**src/rtl/ura_pkg.sv**
```systemverilog
// Types and constants shared by the ultrasonic range alarm.
// No dependencies.
package ura_pkg;

    localparam int CFG_INDEX_W = 3;
    localparam int CFG_DATA_W  = 16;

    localparam logic [CFG_INDEX_W-1:0] CFG_WARNING_THRESHOLD = 3'd0;
    localparam logic [CFG_INDEX_W-1:0] CFG_FRAME_LEN_US      = 3'd1;
    localparam logic [CFG_INDEX_W-1:0] CFG_TRIG_LEN_US       = 3'd2;
    localparam logic [CFG_INDEX_W-1:0] CFG_BLINK_MS          = 3'd3;
    localparam logic [CFG_INDEX_W-1:0] CFG_HOLD_MS           = 3'd4;

    localparam logic [10:0] THRESHOLD_RESET = 11'd30;
    localparam logic [15:0] FRAME_LEN_RESET = 16'd60000;
    localparam logic [7:0]  TRIG_LEN_RESET  = 8'd10;
    localparam logic [9:0]  BLINK_RESET     = 10'd100;
    localparam logic [12:0] HOLD_RESET      = 13'd3000;

    localparam logic [16:0] DIST_RESET = 17'd100000;
    localparam logic [18:0] DUTY_OFF   = 19'd3000;
    localparam logic [7:0]  DUTY_SCALE = 8'd150;

    // distance = floor(echo * 34 / 1000) = floor(echo * 17 / 500)
    // floor(n / 500) = (n * RECIP_MULT) >> RECIP_SHIFT, exact for n < 2^21
    localparam logic [4:0]  SOUND_NUM   = 5'd17;
    localparam logic [21:0] RECIP_MULT  = 22'd2147484;
    localparam int          RECIP_SHIFT = 30;

    typedef struct packed {
        logic us_tick;
        logic ms_tick;
        logic echo_level;
        logic clear_button;
    } ura_in_t;

    typedef struct packed {
        logic        trigger_out;
        logic        led_out;
        logic        warning_flag;
        logic [16:0] distance_cm;
        logic [18:0] buzzer_duty;
    } ura_out_t;

endpackage

```
**src/rtl/ultrasonic_range_alarm.sv**
```systemverilog
// Ultrasonic range alarm: trigger/echo timing, distance, warning, LED and buzzer duty.
// Depends on ura_pkg.
//
// Usage:
//   in_*  : one tick item per transfer (us_tick, ms_tick, echo_level, clear_button).
//   out_* : one result per input item, in order: pin levels, warning, distance
//           and buzzer PWM compare value after that item's update.
//   cfg_* : register writes (index, data), always ready; write only while idle.
// Timing:
//   Three register stages: input register, state update, result register.
//   out_valid rises once the item has moved through the input register and
//   the state update into the result register; one item is accepted every
//   cycle unless out_ready stalls the pipeline. The state update stage holds
//   one multiply by a reciprocal constant (distance) feeding the warning compare.
// Reset:
//   Counters clear, distance reads 100000, trigger, LED and warning are low,
//   registers take their default values, and the pipeline is empty.
// Stall:
//   When out_ready is low a valid result in the result register holds; the stages
//   behind it fill and in_ready drops only when all three are occupied.
module ultrasonic_range_alarm
    import ura_pkg::*;
(
    input  logic                   clk,
    input  logic                   rst_n,
    input  logic                   in_valid,
    output logic                   in_ready,
    input  ura_in_t                in_data,
    output logic                   out_valid,
    input  logic                   out_ready,
    output ura_out_t               out_data,
    input  logic                   cfg_valid,
    output logic                   cfg_ready,
    input  logic [CFG_INDEX_W-1:0] cfg_index,
    input  logic [CFG_DATA_W-1:0]  cfg_data
);

    logic [10:0] threshold_reg;
    logic [15:0] frame_len_reg;
    logic [7:0]  trig_len_reg;
    logic [9:0]  blink_ms_reg;
    logic [12:0] hold_ms_reg;

    logic        in_valid_reg;
    ura_in_t     in_data_reg;
    logic        mid_valid_reg;
    logic        out_valid_reg;
    ura_out_t    out_data_reg;

    logic [15:0] frame_count_reg, frame_count_next;
    logic [15:0] echo_count_reg, echo_count_next;
    logic [16:0] distance_reg, distance_next;
    logic        trigger_reg, trigger_next;
    logic        warning_reg, warning_next;
    logic [9:0]  blink_count_reg, blink_count_next;
    logic [12:0] hold_count_reg, hold_count_next;
    logic        led_reg, led_next;

    logic        out_load;
    logic        mid_load;
    logic        in_load;

    logic [15:0] frame_inc;
    logic [15:0] echo_inc;
    logic [20:0] echo_scaled;
    logic [42:0] recip_prod;
    logic [9:0]  blink_inc;
    logic [12:0] hold_inc;
    logic [18:0] duty;

    assign out_load  = mid_valid_reg && (!out_valid_reg || out_ready);
    assign mid_load  = in_valid_reg && (!mid_valid_reg || out_load);
    assign in_load   = in_valid && in_ready;
    assign in_ready  = !in_valid_reg || mid_load;
    assign out_valid = out_valid_reg;
    assign out_data  = out_data_reg;
    assign cfg_ready = 1'b1;

    always_ff @(posedge clk or negedge rst_n)
    begin
        if (!rst_n)
        begin
            threshold_reg <= THRESHOLD_RESET;
            frame_len_reg <= FRAME_LEN_RESET;
            trig_len_reg  <= TRIG_LEN_RESET;
            blink_ms_reg  <= BLINK_RESET;
            hold_ms_reg   <= HOLD_RESET;
        end
        else if (cfg_valid && cfg_ready)
        begin
            unique case (cfg_index)
                CFG_WARNING_THRESHOLD: threshold_reg <= cfg_data[10:0];
                CFG_FRAME_LEN_US:      frame_len_reg <= cfg_data;
                CFG_TRIG_LEN_US:       trig_len_reg  <= cfg_data[7:0];
                CFG_BLINK_MS:          blink_ms_reg  <= cfg_data[9:0];
                CFG_HOLD_MS:           hold_ms_reg   <= cfg_data[12:0];
                default:               ;
            endcase
        end
    end

    // Per-item state update: microsecond work first, then millisecond work.
    always_comb
    begin
        frame_count_next = frame_count_reg;
        echo_count_next  = echo_count_reg;
        distance_next    = distance_reg;
        trigger_next     = trigger_reg;
        warning_next     = warning_reg;
        blink_count_next = blink_count_reg;
        hold_count_next  = hold_count_reg;
        led_next         = led_reg;

        frame_inc   = frame_count_reg + 16'd1;
        echo_inc    = (in_data_reg.echo_level && (echo_count_reg != 16'hFFFF))
                      ? echo_count_reg + 16'd1 : echo_count_reg;
        echo_scaled = 21'(echo_inc) * 21'(SOUND_NUM);
        recip_prod  = 43'(echo_scaled) * 43'(RECIP_MULT);

        if (in_data_reg.us_tick)
        begin
            if (frame_count_reg == 16'd0)
            begin
                trigger_next = 1'b1;
            end
            else if (frame_count_reg >= 16'(trig_len_reg))
            begin
                trigger_next = 1'b0;
            end
            frame_count_next = frame_inc;
            echo_count_next  = echo_inc;
            if ((frame_inc >= frame_len_reg) || (frame_inc == 16'd0))
            begin
                distance_next    = 17'(recip_prod[42:RECIP_SHIFT]);
                echo_count_next  = 16'd0;
                frame_count_next = 16'd0;
            end
        end

        blink_inc = blink_count_reg + 10'd1;
        hold_inc  = hold_count_reg + 13'd1;

        if (in_data_reg.ms_tick)
        begin
            if (distance_next <= 17'(threshold_reg))
            begin
                warning_next = 1'b1;
            end
            if (warning_next)
            begin
                blink_count_next = blink_inc;
                if (blink_inc >= blink_ms_reg)
                begin
                    led_next         = !led_reg;
                    blink_count_next = 10'd0;
                end
            end
            if (in_data_reg.clear_button && warning_next)
            begin
                hold_count_next = hold_inc;
                if (hold_inc >= hold_ms_reg)
                begin
                    led_next         = 1'b0;
                    warning_next     = 1'b0;
                    blink_count_next = 10'd0;
                    hold_count_next  = 13'd0;
                end
            end
            else
            begin
                hold_count_next = 13'd0;
            end
        end
    end

    // Within the threshold the distance is below 2048, so 11 bits carry it.
    always_comb
    begin
        if (distance_reg <= 17'(threshold_reg))
        begin
            duty = 19'(distance_reg[10:0]) * 19'(DUTY_SCALE);
        end
        else
        begin
            duty = DUTY_OFF;
        end
    end

    always_ff @(posedge clk or negedge rst_n)
    begin
        if (!rst_n)
        begin
            in_valid_reg    <= 1'b0;
            mid_valid_reg   <= 1'b0;
            out_valid_reg   <= 1'b0;
            frame_count_reg <= 16'd0;
            echo_count_reg  <= 16'd0;
            distance_reg    <= DIST_RESET;
            trigger_reg     <= 1'b0;
            warning_reg     <= 1'b0;
            blink_count_reg <= 10'd0;
            hold_count_reg  <= 13'd0;
            led_reg         <= 1'b0;
        end
        else
        begin
            if (in_ready)
            begin
                in_valid_reg <= in_valid;
            end
            if (!mid_valid_reg || out_load)
            begin
                mid_valid_reg <= in_valid_reg;
            end
            if (!out_valid_reg || out_ready)
            begin
                out_valid_reg <= mid_valid_reg;
            end
            if (mid_load)
            begin
                frame_count_reg <= frame_count_next;
                echo_count_reg  <= echo_count_next;
                distance_reg    <= distance_next;
                trigger_reg     <= trigger_next;
                warning_reg     <= warning_next;
                blink_count_reg <= blink_count_next;
                hold_count_reg  <= hold_count_next;
                led_reg         <= led_next;
            end
        end
    end

    always_ff @(posedge clk)
    begin
        if (in_load)
        begin
            in_data_reg <= in_data;
        end
        if (out_load)
        begin
            out_data_reg.trigger_out  <= trigger_reg;
            out_data_reg.led_out      <= led_reg;
            out_data_reg.warning_flag <= warning_reg;
            out_data_reg.distance_cm  <= distance_reg;
            out_data_reg.buzzer_duty  <= duty;
        end
    end

endmodule
```
**config.mk**
```make
export PLATFORM = sky130hd
export DESIGN_NAME = ultrasonic_range_alarm
export DESIGN_NICKNAME = d
export VERILOG_FILES = /design/src/rtl/ura_pkg.sv /design/src/rtl/ultrasonic_range_alarm.sv
export SDC_FILE = /design/constraint.sdc
export NUM_CORES = 1
export LEC_CHECK = 0
export ABC_AREA = 1
export BUFFER_PORTS_ARGS = -buffer_cell sky130_fd_sc_hd__buf_2
export CORE_MARGIN = 1.5
export CORE_UTILIZATION = 35
export CTS_CLUSTER_DIAMETER = 120
export CTS_CLUSTER_SIZE = 24
export DETAILED_ROUTE_END_ITERATION = 10
export GPL_ROUTABILITY_DRIVEN = 1
export HOLD_SLACK_MARGIN = 0.08
export PLACE_DENSITY = 0.56
export SYNTH_ARGS = -nofsm -noshare
export SYNTH_HDL_FRONTEND = slang
export SYNTH_SLANG_ARGS = --single-unit
```
**constraint.sdc**
```tcl
create_clock -name clk -period 8.8 [get_ports clk]
set_input_delay 0.88 -clock clk [delete_from_list [all_inputs] [get_ports clk]]
set_output_delay 0.88 -clock clk [all_outputs]
set_load 0.05 [all_outputs]
```
# Word-level counts from Yosys, hierarchy flattened
# Index checks and enable logic that the tools add are counted.
[totals]
reg_bits = 179
input_bits = 28
out_inout_bits = 42
wordCells = 90
[op_classes]
add_sub_neg = 4
mul = 3
n_lt_le_gt_ge = 6
eq_ne = 5
mux = 21
n_reduce_logical = 25
[op_table]
columns = ["op", "n"]
rows = [
  ["2-to-1 mux 16 bit", 3],
  ["multiplier 21 x 20 -> 41 bit, second input constant", 1],
  ["2-to-1 mux 10 bit", 4],
  ["less-or-equal comparator 17 x 11 -> 1 bit", 2],
  ["2-to-1 mux 17 bit", 2],
  ["adder 16 x 1 -> 16 bit, second input constant", 2],
  ["logical NOT 16 bit", 2],
  ["2-to-1 mux 13 bit", 2],
  ["multiplier 16 x 5 -> 21 bit, second input constant", 1],
  ["multiplier 11 x 7 -> 18 bit, second input constant", 1],
  [">= comparator 16 bit", 1],
  [">= comparator 16 x 8 -> 1 bit", 1],
  ["inequality test 16 bit, second input constant", 1],
  ["AND reduction 2 bit", 7],
  ["adder 13 x 1 -> 13 bit, second input constant", 1],
  [">= comparator 13 bit", 1],
  ["adder 10 x 1 -> 10 bit, second input constant", 1],
  [">= comparator 10 bit", 1],
  ["2-to-1 mux 1 bit", 10],
  ["equality test 3 x 2 -> 1 bit, second input constant", 2],
  ["logical AND 1 bit", 5],
  ["logical NOT 1 bit", 4],
  ["logical OR 1 bit", 4],
  ["equality test 3 x 1 -> 1 bit, second input constant", 1],
  ["other kinds (4)", 4],
]

# Longest topological paths before layout
# Gate-level depths: netlist of the first run.
[depth]
word_depth = 13
depth_mapped = 65
depth_no_buf = 64

# Worst setup path before layout of the first run
# No wires, ideal clock.
[synth_path]
kind = "reg2reg"
from = "register echo_count_reg[1]"
to = "register blink_count_reg[0]"
setup_time_ns = 0.066
t_arrival_ns = 9.334
required_time_ns = 8.734
slack_ns = -0.600
stages_incl_launch_ff = 60
path_buffers = 1
period_less_slack_ns = 9.400
path_cell_list = "dfrtp_1 > ha_1 > nand3_1 > nor3_1 > nand2_1 > nand2_1 > nor3_1 > nand3_1 > nor2_1 > nand3_1 > nor2_1 > xor2_1 > inv_1 > ha_1 > ha_1 > a21oi_1 > o21a_1 > nand2_1 > [24 not listed] > xnor2_1 > nand2_1 > o21ai_0 > inv_1 > ha_1 > nand2_1 > nor2_1 > nand3b_1 > o2111ai_1 > nand3_1 > a21oi_1 > a21oi_1 > nand3_1 > nand2_1 > buf_6 > a21oi_4 > nand2_1 > nand2_1"
[synth_via]
elab_chain_cells = 13
elab_cells_between_ends = 15
classes_between = "add/sub (1); mul (2); order compare (1); eq/ne (1); mux (8); reduce/logical (2)"
[synth_rtl]
columns = ["element", "line_no", "text"]
rows = [
  ["from (decl)", "ultrasonic_range_alarm.sv:51", "logic [15:0] echo_count_reg, echo_count_next;"],
  ["from (signal assigned)", "ultrasonic_range_alarm.sv:222", "echo_count_reg <= echo_count_next;"],
  ["parallel branches: the longest is 2 deep, another holds adder 16 x 1 -> 16 bit", "n/a", ""],
  ["2-to-1 mux 16 bit (*)", "ultrasonic_range_alarm.sv:116", "? echo_count_reg + 16'd1 : echo_count_reg;"],
  ["multiplier 16 x 5 -> 21 bit (*)", "ultrasonic_range_alarm.sv:117", "echo_scaled = 21'(echo_inc) * 21'(SOUND_NUM);"],
  ["multiplier 21 x 20 -> 41 bit (*)", "ultrasonic_range_alarm.sv:118", "recip_prod = 43'(echo_scaled) * 43'(RECIP_MULT);"],
  ["2-to-1 mux 17 bit (*)", "ultrasonic_range_alarm.sv:132", "if ((frame_inc >= frame_len_reg) || (frame_inc == 16'd0))"],
  ["2-to-1 mux 17 bit (*)", "ultrasonic_range_alarm.sv:120", "if (in_data_reg.us_tick)"],
  ["named net distance_next[8]", "ultrasonic_range_alarm.sv:52", "logic [16:0] distance_reg, distance_next;"],
  ["less-or-equal comparator 17 x 11 -> 1 bit (*)", "ultrasonic_range_alarm.sv:145", "if (distance_next <= 17'(threshold_reg))"],
  ["2-to-1 mux 1 bit (*)", "ultrasonic_range_alarm.sv:145", ""],
  ["2-to-1 mux 1 bit (*)", "ultrasonic_range_alarm.sv:143", "if (in_data_reg.ms_tick)"],
  ["2-to-1 mux 10 bit", "ultrasonic_range_alarm.sv:149", "if (warning_next)"],
  ["2-to-1 mux 10 bit", "ultrasonic_range_alarm.sv:161", "if (hold_inc >= hold_ms_reg)"],
  ["2-to-1 mux 10 bit (*)", "ultrasonic_range_alarm.sv:158", "if (in_data_reg.clear_button && warning_next)"],
  ["to (signal assigned)", "ultrasonic_range_alarm.sv:226", "blink_count_reg <= blink_count_next;"],
  ["to (decl)", "ultrasonic_range_alarm.sv:55", "logic [9:0] blink_count_reg, blink_count_next;"],
]
# Mark *: on every way through the listed nets, which the timed path passes. The select of a mux whose other input is x is not followed.
# A chain may end at the register's enable or synchronous reset.

# Worst setup path after layout of the first run
[layout_path]
from = "register echo_count_reg[1]"
to = "register hold_count_reg[10]"
[layout_via]
elab_chain_cells = 12
elab_cells_between_ends = 13
classes_between = "add/sub (1); mul (2); order compare (1); eq/ne (1); mux (6); reduce/logical (2)"
[layout_rtl]
columns = ["element", "line_no", "text"]
rows = [
  ["parallel branches: the longest is 2 deep, another holds adder 16 x 1 -> 16 bit", "n/a", ""],
  ["2-to-1 mux 16 bit (*)", "ultrasonic_range_alarm.sv:116", ""],
  ["multiplier 16 x 5 -> 21 bit (*)", "ultrasonic_range_alarm.sv:117", ""],
  ["multiplier 21 x 20 -> 41 bit (*)", "ultrasonic_range_alarm.sv:118", ""],
  ["2-to-1 mux 17 bit (*)", "ultrasonic_range_alarm.sv:132", ""],
  ["2-to-1 mux 17 bit (*)", "ultrasonic_range_alarm.sv:120", ""],
  ["named net distance_next[6]", "ultrasonic_range_alarm.sv:52", ""],
  ["less-or-equal comparator 17 x 11 -> 1 bit (*)", "ultrasonic_range_alarm.sv:145", ""],
  ["2-to-1 mux 1 bit (*)", "ultrasonic_range_alarm.sv:145", ""],
  ["2-to-1 mux 1 bit (*)", "ultrasonic_range_alarm.sv:143", ""],
  ["logical AND 1 bit (*)", "ultrasonic_range_alarm.sv:158", ""],
  ["2-to-1 mux 13 bit (*)", "ultrasonic_range_alarm.sv:158", ""],
  ["to (signal assigned)", "ultrasonic_range_alarm.sv:227", "hold_count_reg <= hold_count_next;"],
  ["to (decl)", "ultrasonic_range_alarm.sv:56", "logic [12:0] hold_count_reg, hold_count_next;"],
]
# Marked as above.

==> results of run 1 <==
## cells in the final DEF, fill, tap and decap left out, drive strengths merged, types with 6 or more instances in the layout
master and n:
a21o 6, a21oi 105, buf 300, clkbuf 19
clkinv 7, dfrtp 107, dfstp 29, edfxtp 42
fa 105, ha 315, inv 463, nand2 423
nand3 67, nand4 24, nor2 158, nor3 16
nor4 6, o211ai 6, o21a 10, o21ai 131
o22ai 28, or2 6, xnor2 10, xor2 50
## worst max-delay path: cells and delay by family (launching register included)
family	cells	cell delay [ps]
xor+xnor	3	510
buf+inv	10	1120
simple gates	18	1830
fa+ha+maj	11	4250
compound gates	11	1230
flops	1	370
## path summary, 6_finish.rpt
| path | startpoint | endpoint | slack, ps | cells past startpoint |
|---|---|---|---|---|
| min in group clk | led_reg | out_data[37] | 450 | 0 |
| hold reg to reg | led_reg | out_data[37] | 450 | 0 |
| hold / removal | rst_n | hold_count_reg[8] | 340 | 1 |
| max in group asynchronous | rst_n | echo_count_reg[3] | 7040 | 2 |
| setup reg to reg | echo_count_reg[1] | hold_count_reg[10] | -610 | 53 |
| setup / recovery | echo_count_reg[1] | hold_count_reg[10] | -610 | 53 |
## repair_timing
action / 4_1_cts / 5_1_grt
endpoints found under the hold margin: 0 / 0
setup endpoints to repair: 25 / 25
cloned: 2 / 0
pin swaps: 66 / 69
resized for setup: 83 / 113
buffers inserted: 21 / 10
## metal layers
metal	part of all wire, %	GRT usage [%]
met5	0	0
met3	3.6	2.857
met2	48	31.54
met1	46	23.66
met4	2.4	6.250
## area by class of cell
cell class / count / area (um^2) / area share (%)
Clock buffer: 19 / 454.2 / 1.998
Clock inverter: 13 / 161.4 / 0.7102
Tap cell: 672 / 840.8 / 3.700
Multi-Input combinational cell: 1500 / 12720 / 55.97
Sequential cell: 178 / 4701 / 20.68
Inverter: 458 / 1724 / 7.586
Timing Repair Buffer: 300 / 2126 / 9.354
## cell families after synthesis
group	synth area share (%)
AO/OA/AOI/OAI	9.739
XOR/XNOR	2.958
adder cells (fa/ha/maj)	34.01
buffers and inverters	10.34
flip-flops	26.46
other	0.04227
AND/OR/NAND/NOR	16.46
## metrics by stage
| step | setup TNS (ps) | area, um^2 |
|---|---|---|
| final | -13830 | 22730 |
| after global routing | -24730 | 22730 |
| after CTS | -12060 | 22010 |
| after detailed placement | -22430 | 20770 |
| after global placement | -20950 | 20770 |
| after floorplan | -578.1 | 18170 |
==> summary.md, run 1 <==
| Metric | Value |
|---|---|
| Status | finished with violations |
| Violations in the final reports | setup timing |
| Count leader, synth | inv_1 |
| Top cells by count, synth | inv_1 (456), nand2_1 (417), ha_1 (315) |
| Final core utilization | 45.30% |
| Largest register FFs | 38 |
| Remaining antenna violation count | 0 |
| Tcrit/Tclk final | 106.9% |
| Crit path kind | reg -> reg |
| Via Count | 14970 |
| Post-layout nets | 2903 |
| Dpl ws | -950.2 ps |
| Seq/Total Area, Yosys | 26.46% |
| CP startpoint kind | flop |
| Main synth FF type | dfrtp_1 |
| Slew Limit Fails | 0 |
| RSZ-0062 raised after global routing | yes |
| Antenna violations before repair | 0 |
| Syn Std Cell Area | 0.01777 mm^2 |
| Yosys warns | 0 |
| Routed len/inst | 14.88 um |
| Final Critical Period | 9408 ps |
| Clock sinks | 178 |
| Syn_nets | 2609 |
| Worst-margin pin slew | 1038 ps |
| Synth Register Bits | 178 |
| Syn avg cell area | 8.222 um^2 |
| Row count | 82 |
| Critical path's slowest cell | fa_1 |
| Critical path data required time | 9210 ps |
| Root buffer cell | clkbuf_16 |
| GRT overflow | 0 |
| Max_cap viols | 0 |
| HP Class | in -> async |
| Post-route setup slack | -607.5 ps |
| Post-Place Cells | 3075 |
| Slew Limit Headroom | 30.57% |
| Ys async rst share | 76.40% |
| Final HPWL DP | 37.42 mm |
| Clock Pin Slew Worst Setup and Hold Paths | 70 ps |
| H-tree levels | 4 |
| 1st-iter DRT viols | 712 |
| FMAX | 0.1063 GHz |
| Syn-to-layout area delta | 27.91% |
| Area leader, netlist | ha_1 |
| Share of layout cells above drive strength 1 | 23.82% |
| CTS Buf Count | 17 |
| Later-pin clock latency in the skew report | 480 ps |
| Worst Clk Skew | 14.29 ps |
| # port buffers | 67 |
| Final Non-Filler Cells | 3140 |
| Top post-synthesis cells by area | ha_1 (22%), dfrtp_1 (15%), fa_1 (12%), inv_1 (9.6%), nand2_1 (8.8%) |
| Die Y | 228.3 um |
| Antenna diodes | 0 |
| Final RePlAce weighted congestion | 0.9206 |
| Maximum fanout along the worst path | 7 |
| CP max stage delay | 610 ps |
| Overall Global Routing Usage | 18.43% |
| Vias in the first global route | 15470 |
| Final setup viols | 25 |
| Worst hold margin | 341.7 ps |
| Initial Utilization | 35.42% |
| Die X | 228.3 um |
| Hold buffers post-CTS | 0 |
| Critical Path End Type | flop |
| Top Ports | 70 |
| EDFF count, synth | 42 |
| Vias/cell | 4.766 |
| Fillers | 4868 |
| Count of different cell masters after synthesis | 47 |
| CTS tree | yes |
| CTS max path bufs | 2 |
| First-pass GRT wire length | 77.05 mm |
| Drt first pass iters | 5 |
| WP data arrival | 9810 ps |
| Largest net degree at the start of global routing | 80 |
| Final WL | 46.71 mm |
| Die area | 0.05213 mm^2 |
| Hold violation total from the final report | 0 |
| Synth top area share | 22.18% |
| Drt drc | 0 |
| Core area | 0.05017 mm^2 |
| Syn Inst Count | 2161 |
Power of run 1 is left out: the tool's default activity adds up to more than one toggle a clock period on the data nets, which glitch-free logic cannot reach.
==> run 2: changes to the inputs <==
Settings changed: CORE_ASPECT_RATIO set to 0.75, PLACE_DENSITY 0.56 to 0.54.
Clock period 8.8 ns to 11.45 ns, I/O delays scaled along.
==> summary.md, run 2 (same netlist as run 1, synthesis figures left out) <==
| Metric | Value |
|---|---|
| Slew Limit Fails | 0 (unchanged) |
| Antenna violations before repair | 0 (unchanged) |
| Syn-to-layout area delta | 10.01% |
| CTS max path bufs | 2 (unchanged) |
| Later-pin clock latency in the skew report | 460 ps (-20 ps) |
| GRT overflow | 0 (unchanged) |
| Hold Path Origin | warning_reg |
| Final RePlAce weighted congestion | 0.9357 (+1.6%) |
| Hold depth | 0 |
| Dpl ws | 857.9 ps (+1808 ps) |
| Die area | 0.05214 mm^2 (about the same) |
| Largest net degree at the start of global routing | 72 (-10%) |
| Fillers | 5098 (+4.7%) |
| Commonest cells after routing, fill and taps aside | inv_1 (456), nand2_1 (417), ha_1 (315) |
| Multi-input gate area | 0.01127 mm^2 (-11%) |
| GRT busiest layer | met1 |
| Commonest non-fill, non-tap cell in the layout | inv_1 |
| CP startpoint kind | flop |
| CTS tree | yes |
| CP max stage delay | 680 ps (+70 ps) |
| CTS Buf Count | 17 (unchanged) |
| Largest register FFs | 38 (unchanged) |
| Routed len/inst | 15.82 um (+6.3%) |
| Hold Path End | out_data[36] |
| Worst-margin pin slew | 1143 ps (+104.4 ps) |
| Register area | 0.004701 mm^2 (unchanged) |
| Final setup viols | 0 (-100%) |
| R2r endpoint | blink_count_reg[8] |
| Slew Limit Headroom | 23.58% (-7.0 points) |
| Antenna diodes | 0 (unchanged) |
| Critical path's slowest cell | xor2_1 |
| Share of layout cells above drive strength 1 | 7.518% (-16 points) |
| First-pass GRT wire length | 74.78 mm (-3.0%) |
| R2R Path Start | echo_count_reg[1] |
| Max_cap viols | 0 (unchanged) |
| Final HPWL DP | 37.72 mm (+0.80%) |
| Drt first pass iters | 5 (unchanged) |
| Via Count | 14140 (-5.5%) |
| Hold violation total from the final report | 0 (unchanged) |
| Die X | 263.2 um (+15%) |
| Setup TNS | 0 ps (+13830 ps) |
| Tcrit/Tclk final | 91.23% (-16 points) |
| Post-route setup slack | 1005 ps (+1612 ps) |
| Row count | 71 (-13%) |
| # port buffers | 67 (unchanged) |
| Post-layout nets | 2683 (-7.6%) |
| Die Y | 198.1 um (-13%) |
| Met1 GRT Util | 28.04% (+4.4 points) |
| Final WL | 45.95 mm (-1.6%) |
| Initial Utilization | 35.46% (+0.048 points) |
| Clock sinks | 178 (unchanged) |
| Top Ports | 70 (unchanged) |
| Worst reg-to-reg path cell count | 50 (-5.7%) |
| GRT met2 Usage | 26.88% (-4.7 points) |
| Vias/cell | 4.869 (+2.2%) |
| CP most frequent cell | nand2_1 |
| FF-to-FF setup slack | 1000 ps (+1610 ps) |
| HP Class | reg -> reg |
| Critical Path End Type | flop |
| RSZ-0062 raised after global routing | no |
| FMAX | 0.09574 GHz (-9.9%) |
| Crit path kind | reg -> reg |
| Final Critical Period | 10450 ps (+1038 ps) |
| Drt drc | 0 (unchanged) |
| Post-CTS Setup Inserts | 0 (-100%) |
| 1st-iter DRT viols | 1070 (+50%) |
| Overall Global Routing Usage | 18.16% (-0.27 points) |
| Maximum fanout along the worst path | 10 (+3) |
| Remaining antenna violation count | 0 (unchanged) |
| Core area | 0.05010 mm^2 (-0.13%) |
| WP data arrival | 10840 ps (+1030 ps) |
| Routing usage on met3 | 2.748% (-0.11 points) |
| H-tree levels | 4 (unchanged) |
| Vias in the first global route | 13990 (-9.5%) |
| Worst Clk Skew | 11.52 ps (-2.772 ps) |
| Critical path data required time | 11840 ps (+2630 ps) |
| Status | finished, final reports clean |
| Clock Pin Slew Worst Setup and Hold Paths | 80 ps (about the same) |
| Root buffer cell | clkbuf_16 |
[run 2: critical path, delay by kind of cell (launching register included)]
family                   cells  cell delay [ps]
flip-flops                   1              420
XOR/XNOR                     3             1040
AO/OA/AOI/OAI               12             1890
AND/OR/NAND/NOR             20             2240
adder cells (fa/ha/maj)     11             4360
buffers and inverters        4              420
[run 2: worst max-delay path by stage]
stage | startpoint | to | cells after the start
final | echo_count_reg[1] | blink_count_reg[8] | 50
after global routing | echo_count_reg[1] | blink_count_reg[2] | 57
after CTS | echo_count_reg[1] | blink_count_reg[8] | 57
after detailed placement | echo_count_reg[1] | blink_count_reg[3] | 57
after global placement | echo_count_reg[1] | blink_count_reg[4] | 50
after floorplan | echo_count_reg[1] | blink_count_reg[0] | 59
[run 2: through the flow]
step | hold slack, ps | std cells | area, um^2 | utilization, %
floorplan | 424.9 | 2161 | 17770 | -
CTS | 449.3 | 2905 | 19520 | 38.97
global route | 453.8 | 2905 | 19550 | 39.01
finish | 447.9 | 2905 | 19550 | 39.01
global placement | 432.9 | 2873 | 18930 | 37.78
detailed placement | 430.7 | 2873 | 18930 | 37.78
[run 2: repair_timing]
action | in CTS | in global routing
setup endpoints to repair | 0 | 23
gates resized for setup | 0 | 5
hold buffers | 0 | 0
[run 2: cell type report]
| type | instances | area share [%] |
|---|---|---|
| multi-input combinational | 1499 | 57.63 |
| sequential | 178 | 24.05 |
| inverter | 458 | 8.795 |
| tap | 657 | 4.205 |
| timing repair buffer | 81 | 2.285 |
| clock buffer | 17 | 2.176 |
| clock inverter | 15 | 0.8577 |
[run 2: layer usage]
| layer | part of all wire, % | vias to the layer above |
|---|---|---|
| li1 | - | 7084 |
| met1 | 54 | 6743 |
| met2 | 41 | 290 |
| met3 | 4.2 | 27 |
| met4 | 0.79 | 0 |
| met5 | 0 | - |
Power of run 2 is left out for the same reason.
==> run 3: changes to the inputs <==
Settings changed: RECOVER_POWER set to 50.
==> summary.md, run 3 (same netlist as run 1, synthesis figures left out) <==
| Metric | Value |
|---|---|
| Status | finished with violations |
| Violations in the final reports | capacitance limit, slew limit |
| Max_cap viols | 3 (+3) |
| Critical path's slowest cell | xor2_1 |
| Hold violation total from the final report | 0 (unchanged) |
| Met3 wire length | 2.023 mm (+5.1%) |
| Top Ports | 70 (unchanged) |
| Core area | 0.05010 mm^2 (unchanged) |
| Resize count post-CTS | 0 (unchanged) |
| Drt drc | 0 (unchanged) |
| H-tree levels | 4 (unchanged) |
| Setup TNS | 0 ps (unchanged) |
| # port buffers | 67 (unchanged) |
| Met2 routed WL | 18.84 mm (about the same) |
| Die X | 263.2 um (unchanged) |
| Syn-to-layout area delta | 9.802% |
| Die Y | 198.1 um (unchanged) |
| Antenna violations before repair | 0 (unchanged) |
| GRT overflow | 0 (unchanged) |
| WP data arrival | 10830 ps (about the same) |
| Commonest non-fill, non-tap cell in the layout | inv_1 |
| First-pass GRT wire length | 74.78 mm (unchanged) |
| CTS tree | yes |
| Overall Global Routing Usage | 18.16% (unchanged) |
| Final core utilization | 38.94% (-0.075 points) |
| Worst-margin pin slew | 3885 ps (+2742 ps) |
| Largest net degree at the start of global routing | 72 (unchanged) |
| Post-layout nets | 2683 (unchanged) |
| Final HPWL DP | 37.72 mm (unchanged) |
| Finished Cell Area | 0.01951 mm^2 (-0.19%) |
| Slew Limit Fails | 178 (+178) |
| Slew Limit Headroom | -159.0% (-180 points) |
| Share of layout cells above drive strength 1 | 6.317% (-1.2 points) |
| Via Count | 14180 (+0.23%) |
| Post-CTS Setup Inserts | 0 (unchanged) |
| Worst Clk Skew | 10.94 ps (-0.5838 ps) |
| CP most frequent cell | nand2_1 |
| DP Area | 0.01893 mm^2 (unchanged) |
| CP max stage delay | 680 ps (about the same) |
| Max layer used | met4 |
| Die area | 0.05214 mm^2 (unchanged) |
| HP Class | reg -> reg |
| Maximum fanout along the worst path | 10 (unchanged) |
| Tcrit/Tclk final | 91.17% (about the same) |
| Commonest cells after routing, fill and taps aside | inv_1 (456), nand2_1 (417), ha_1 (315) |
| Hold buffers post-CTS | 0 (unchanged) |
| Vias in the first global route | 13990 (unchanged) |
| Antenna diodes | 0 (unchanged) |
| Final RePlAce weighted congestion | 0.9357 (unchanged) |
| Later-pin clock latency in the skew report | 460 ps (about the same) |
| Clock Pin Slew Worst Setup and Hold Paths | 80 ps (about the same) |
| Routed len/inst | 15.82 um (about the same) |
| CTS max path bufs | 2 (unchanged) |
| Critical path data required time | 11840 ps (about the same) |
| Critical Path End Type | flop |
| Clock sinks | 178 (unchanged) |
| Remaining antenna violation count | 0 (unchanged) |
| Crit path kind | reg -> reg |
| FMAX | 0.09580 GHz (about the same) |
| Final WL | 45.95 mm (about the same) |
| CP startpoint kind | flop |
| 1st-iter DRT viols | 1062 (-0.75%) |
| Largest register FFs | 38 (unchanged) |
| Row count | 71 (unchanged) |
| CTS Buf Count | 17 (unchanged) |
| Drt first pass iters | 5 (unchanged) |
| RSZ-0062 raised after global routing | no |
| Root buffer cell | clkbuf_16 |
| Vias/cell | 4.880 (+0.23%) |
| Final setup viols | 0 (unchanged) |
| Metal1 wirelength | 24.71 mm (-0.44%) |
| Final Critical Period | 10440 ps (-6.530 ps) |
| Initial Utilization | 35.46% (unchanged) |
## run 3: changes by cell type in the layout (fill, tap and decap cells not counted)
| cell | previous run | this run |
|---|---|---|
| dfstp_2 | 29 | 23 |
| clkbuf_1 | 0 | 21 |
| buf_4 | 14 | 12 |
| dfstp_1 | 0 | 6 |
| buf_6 | 1 | 0 |
| buf_2 | 66 | 48 |
## run 3: final timing paths
path	start	to	slack, ps	cells past startpoint
max	echo_count_reg[1]	blink_count_reg[8]	1010	50
min	warning_reg	out_data[36]	450	0
max reg2reg	echo_count_reg[1]	blink_count_reg[8]	1010	50
min reg2reg	warning_reg	out_data[36]	450	0
max in group asynchronous	rst_n	distance_reg[12]	4360	2
min in group asynchronous	rst_n	frame_len_reg[12]	2000	1
## run 3: per-stage QoR
stage	hold WS, ps	setup slack (ps)	instances
after floorplan	424.9	2050	2161
after global placement	432.9	1085	2873
after detailed placement	430.7	857.9	2873
after CTS	449.3	760.4	2905
after global routing	453.8	23.65	2905
final	448.8	1011	2905
## run 3: cell type report
type | instances | area, um^2
clock buffers | 17 | 425.4
clock inverters | 15 | 167.7
fillers | 5108 | 30590
inverters | 458 | 1719
multi-input cells | 1499 | 11270
flip-flops and latches | 178 | 4701
well taps | 657 | 822.0
repair buffers | 81 | 409.1
## run 3: worst max-delay path: cells and delay by family (launching register included)
| kind | cells | cell delay [ps] |
|---|---|---|
| simple gates | 20 | 2240 |
| flops | 1 | 420 |
| xor+xnor | 3 | 1040 |
| compound gates | 12 | 1890 |
| buf+inv | 4 | 420 |
| fa+ha+maj | 11 | 4360 |
## run 3: routing by layer
layer  global-route usage (%)  up-vias
li1                         -     7085
met1                    28.04     6750
met2                    26.88      310
met3                    2.748       31
met4                    2.783        0
met5                        0        -
Power of run 3 is left out for the same reason.
